**config.mk**
```make
export PLATFORM = sky130hd
export DESIGN_NAME = ictf_cordic_chain
export DESIGN_NICKNAME = d
export VERILOG_FILES = /design/src/hdl/ictf_pkg.sv /design/src/hdl/ictf_cordic_cell.sv /design/src/hdl/ictf_cordic_chain.sv
export SDC_FILE = /design/constraint.sdc
export NUM_CORES = 2
export LEC_CHECK = 0
export BUFFER_PORTS_ARGS = -buffer_cell sky130_fd_sc_hd__buf_4
export CELL_PAD_IN_SITES_DETAIL_PLACEMENT = 0
export CELL_PAD_IN_SITES_GLOBAL_PLACEMENT = 1
export CORE_MARGIN = 3
export CORE_UTILIZATION = 30
export CTS_CLUSTER_SIZE = 28
export DETAILED_ROUTE_END_ITERATION = 8
export PLACE_DENSITY = 0.51
export SLEW_MARGIN = 10
export SYNTH_ARGS = -nofsm -noshare
export SYNTH_HDL_FRONTEND = slang
export SYNTH_SLANG_ARGS = --single-unit
export TNS_END_PERCENT = 50
```
**constraint.sdc**
```tcl
create_clock -name clk -period 5.05 [get_ports clk]
set_clock_uncertainty 0.15 [all_clocks]
set_input_delay 0.505 -clock clk [delete_from_list [all_inputs] [get_ports clk]]
set_output_delay 0.505 -clock clk [all_outputs]
set_load 0.005 [all_outputs]
```
**src/hdl/ictf_pkg.sv**
```systemverilog
// Shared types and constants for the IMU complementary tilt filter.
// Holds the port payload structs, the CORDIC vector type and the arctangent table.
// No dependencies.
package ictf_pkg;

    // CORDIC datapath widths: x/y carry the 16-bit samples plus gain growth,
    // z holds degrees with TABLE_FRAC fraction bits, up to about +/-190 degrees.
    localparam int XW         = 20;
    localparam int ZW         = 34;
    localparam int TABLE_FRAC = 24;
    localparam int TABLE_LEN  = 24;

    // atan(2^-i) in degrees, 24 fraction bits
    localparam logic [31:0] ATAN_Q24 [TABLE_LEN] = '{
        32'd754974720, 32'd445687602, 32'd235489088, 32'd119537938,
        32'd60000934,  32'd30029717,  32'd15018523,  32'd7509720,
        32'd3754917,   32'd1877466,   32'd938734,    32'd469367,
        32'd234684,    32'd117342,    32'd58671,     32'd29335,
        32'd14668,     32'd7334,      32'd3667,      32'd1833,
        32'd917,       32'd458,       32'd229,       32'd115
    };

    typedef enum logic [1:0] {
        REG_GYRO_GAIN      = 2'd0,
        REG_BLEND_KEEP     = 2'd1,
        REG_MAGNITUDE_LOW  = 2'd2,
        REG_MAGNITUDE_HIGH = 2'd3
    } reg_index_t;

    typedef struct packed {
        logic signed [15:0] accel_x;
        logic signed [15:0] accel_y;
        logic signed [15:0] accel_z;
        logic signed [15:0] gyro_x;
        logic signed [15:0] gyro_y;
    } sample_t;

    typedef struct packed {
        logic signed [31:0] pitch_angle;
        logic signed [31:0] roll_angle;
        logic               accel_applied;
    } result_t;

    typedef struct packed {
        logic                 valid;
        logic signed [XW-1:0] x;
        logic signed [XW-1:0] y;
        logic signed [ZW-1:0] z;
    } vec_t;

endpackage

```
**src/hdl/ictf_cordic_cell.sv**
```systemverilog
// One vectoring CORDIC micro-rotation, registered.
// Depends on ictf_pkg for the vector type and the arctangent table.
module ictf_cordic_cell #(
    parameter int STEP = 0
) (
    input  logic          clk,
    input  logic          rst_n,
    input  ictf_pkg::vec_t vec_in,
    output ictf_pkg::vec_t vec_out
);

    localparam logic signed [ictf_pkg::ZW-1:0] ANGLE =
        $signed({{(ictf_pkg::ZW-32){1'b0}}, ictf_pkg::ATAN_Q24[STEP]});

    logic signed [ictf_pkg::XW-1:0] xs;
    logic signed [ictf_pkg::XW-1:0] ys;
    ictf_pkg::vec_t                 vec_next;
    logic                           valid_reg;
    logic signed [ictf_pkg::XW-1:0] x_reg;
    logic signed [ictf_pkg::XW-1:0] y_reg;
    logic signed [ictf_pkg::ZW-1:0] z_reg;

    assign xs = vec_in.x >>> STEP;
    assign ys = vec_in.y >>> STEP;

    always_comb
    begin
        vec_next.valid = vec_in.valid;
        if (!vec_in.y[ictf_pkg::XW-1])
        begin
            vec_next.x = vec_in.x + ys;
            vec_next.y = vec_in.y - xs;
            vec_next.z = vec_in.z + ANGLE;
        end
        else
        begin
            vec_next.x = vec_in.x - ys;
            vec_next.y = vec_in.y + xs;
            vec_next.z = vec_in.z - ANGLE;
        end
    end

    always_ff @(posedge clk or negedge rst_n)
    begin
        if (!rst_n)
        begin
            valid_reg <= 1'b0;
        end
        else
        begin
            valid_reg <= vec_next.valid;
        end
    end

    always_ff @(posedge clk)
    begin
        x_reg <= vec_next.x;
        y_reg <= vec_next.y;
        z_reg <= vec_next.z;
    end

    assign vec_out = {valid_reg, x_reg, y_reg, z_reg};

endmodule

```
**src/hdl/ictf_cordic_chain.sv**
```systemverilog
// Row of CORDIC cells; a vector moves one cell per cycle.
// Depends on ictf_pkg and ictf_cordic_cell.
module ictf_cordic_chain #(
    parameter int STEPS = 16
) (
    input  logic           clk,
    input  logic           rst_n,
    input  ictf_pkg::vec_t vec_in,
    output ictf_pkg::vec_t vec_out
);

    ictf_pkg::vec_t stage [STEPS+1];

    assign stage[0] = vec_in;

    for (genvar i = 0; i < STEPS; i++)
    begin : g_cell
        ictf_cordic_cell #(
            .STEP (i)
        ) u_cell (
            .clk     (clk),
            .rst_n   (rst_n),
            .vec_in  (stage[i]),
            .vec_out (stage[i+1])
        );
    end

    assign vec_out = stage[STEPS];

endmodule

```
==> results.md <==
- Status: completed
- Commonest non-fill, non-tap cell in the layout: dfxtp_1
- Die footprint: 280000 µm²
- Mapped Avg Cell Area: 8.76 µm²
- Post-route DRC violation count: 0
- Core Area: 271000 µm²
- I/O Buffers: 151
- Critical path type: reg2reg
- Most frequent cells in the layout: dfxtp_1, ha_1, a21oi_1, xnor2_1, nor2_1
- Reg2Reg Capture Point: g_cell[12].u_cell.z_reg[32]
- Unrepaired setup endpoints after global routing: false
- Worst R2R Start: g_cell[11].u_cell.y_reg[19]
- Row Count: ~190
- Worst Setup End Kind: flop
- DR vias: about 65000
- Post-DRT Antenna Nets: 0
- Slew Viols, Final: 0
- Skew-Pair Late Insertion Delay: 0.82 ns
- Worst R2R Setup Slack: around 0.87 ns
- Share of the synthesized area in the top cell type: 0.289
- HPWL Detailed: between 150000 and 200000 µm
- Share of cells above drive strength 1: 0.0606
- Top-level I/O count: 152
- Worst Max-Slew Pin Slew: 0.974 ns
- Maximum buffer depth of the clock tree: 4
- Synth warn: 0
- Overflow after GRT: 0
- Post-synth EDFFs: 0
- Leading register cell type out of synthesis: dfxtp_1
- P&R area growth vs syn: 13.9%
- DR pass1 iterations: 7
- Async S/R FF share, synth: 0.0133
- Hold path depth: 3
- Max reg flops: 544
- Largest fanout on the critical path: 15
- First-pass GRT wire length: 361000 µm
- Nets: 10900
- Final worst-path cycle share: 0.828
- Syn nets: 10600
- Peak Freq: 0.239 GHz
- Die Width: 529 µm
- Fillers: 28000
- Root Buffer Master: clkbuf_16
- Largest net degree at the start of global routing: 58
- WL/cell: 17.0 µm
- Mapped cell area: approximately 82000 µm²
- Slew margin rel.: 0.346
- Mapped Cells: 9364
- Main area contributors after synthesis: dfxtp_1, ha_1, xnor2_1
- Arrival @ worst endpoint: 4.77 ns
- Cell accounting for the most synthesized area: dfxtp_1
- CTS H-tree lvls: 4
- Synth cell types: 96
- Clock sinks: 1199
- Hold_buf cts: 48
- Die Y: approximately 530 µm
- Initial DRC Count: 2949
- Clk slew on worst S/H paths: 0.06 ns
- CTS resizes: 0
- CTS tree: done
- Vias in the first global route: 65800
- Worst Hold Endpoint: g_cell[0].u_cell.y_reg[3]
- Crit path time final: 4.18 ns
- Via density: approximately 4.9
- Critical Path RT: ~5.6 ns
- Setup TNS: 0 ns
- CP startpoint kind: flop
- Max Cap Violations: 0
- Final Setup Violations: 0
- Min-delay src: vec_in[57]
- CTS Buf Count: 160
- #FFs+latches synth: 1199
- Number of antenna violations at the first check in global routing: 4
- R2r worst-path depth: 12
- Seq/Total Area, Yosys: 0.294
- Final hold viol count: 0
- Initial Utilization: 0.302
- Setup bufs post-CTS: 0
- Total GRT Usage: 0.158
- Placer Congestion: approximately 0.86
- Min-Delay Path Class: in2reg
- Post-Route WL: 227000 µm
layer usage:
layer | GRT usage | part of all wire | vias up
met5 | 0 | 0 | -
met1 | 0.199 | 0.46 | 30000
met3 | 0.0177 | 0.028 | 290
li1 | - | - | 34100
met2 | 0.283 | 0.49 | 815
met4 | 0.0438 | 0.026 | 0
critical path: stages, from the launching register on:
cell and delay, ns:
dfxtp_1 0.61, buf_4 0.24, inv_1 0.28, ha_1 0.47, a21oi_1 0.11, o21ai_0 0.17
a21oi_1 0.14, o31ai_1 0.55, a31oi_1 0.30, o211ai_1 0.29, o2111ai_1 0.25, o41ai_1 0.37
xor2_1 0.18
Yosys cell counts, drive strengths merged, types with 34 or more instances:
master,n
o211ai,35
a21boi,37
and3,92
and2,44
o21a,154
nor2,748
a21o,489
nor3,218
nand4,55
a211o,34
fa,49
o21bai,134
nor4,60
clkbuf,103
xor2,447
nand2b,144
a21oi,959
inv,470
o31ai,37
a31oi,89
a211oi,77
dfxtp,1183
ha,1154
or3,59
xnor2,839
o21ai,445
nor2b,139
nand3,175
nand2,478
cell type report:
type | instances | area, µm² | area share
antenna | 2 | 5.00 | 0.0000535
clock buffer | 224 | 4670 | 0.0500
clock inverter | 62 | 709 | 0.00759
inverter | 470 | 1760 | 0.0189
multi-input combinational | 7575 | 55700 | 0.596
sequential | 1199 | 24100 | 0.258
tap | 3570 | 4470 | 0.0478
timing repair buffer | 251 | 2030 | 0.0217
cells by family (layout without fill, tap and decap cells):
kind of cell | Yosys count | in the layout | synth area share
compound gates | 2732 | 2732 | 0.213
xor+xnor | 1286 | 1286 | 0.137
fa+ha+maj | 1203 | 1203 | 0.188
buf+inv | 590 | 1007 | 0.0272
flops | 1199 | 1199 | 0.294
mux | 47 | 47 | 0.00612
other cells | 0 | 2 | 0
simple gates | 2307 | 2307 | 0.134
how the worst max path moves through the flow:
stage                                startpoint                     endpoint  slack [ns]  cells after the start
floorplan            g_cell[8].u_cell.y_reg[19]   g_cell[9].u_cell.y_reg[18]        0.97                     14
global placement     g_cell[9].u_cell.y_reg[19]  g_cell[10].u_cell.x_reg[19]        0.76                     13
global route         g_cell[9].u_cell.y_reg[19]  g_cell[10].u_cell.x_reg[19]        0.47                     13
detailed placement  g_cell[11].u_cell.y_reg[19]  g_cell[12].u_cell.z_reg[32]        0.74                     12
CTS                 g_cell[11].u_cell.y_reg[19]  g_cell[12].u_cell.z_reg[32]        0.74                     12
finish              g_cell[11].u_cell.y_reg[19]  g_cell[12].u_cell.z_reg[32]        0.87                     12
metrics by stage:
stage	utilization	instances	instance area [µm²]	setup slack [ns]	hold WS, ns
after floorplan	-	9364	82000	0.966	0.0594
after global placement	0.323	13000	87600	0.761	0.160
after detailed placement	0.323	13000	87600	0.743	0.162
after CTS	0.344	13400	93500	0.740	0.0118
after global routing	0.344	13400	93500	0.466	0.0925
final	0.344	13400	93500	0.869	0.101
Power is not shown: default switching activity piles up to over one toggle a cycle in this logic, so the estimate is an artifact.
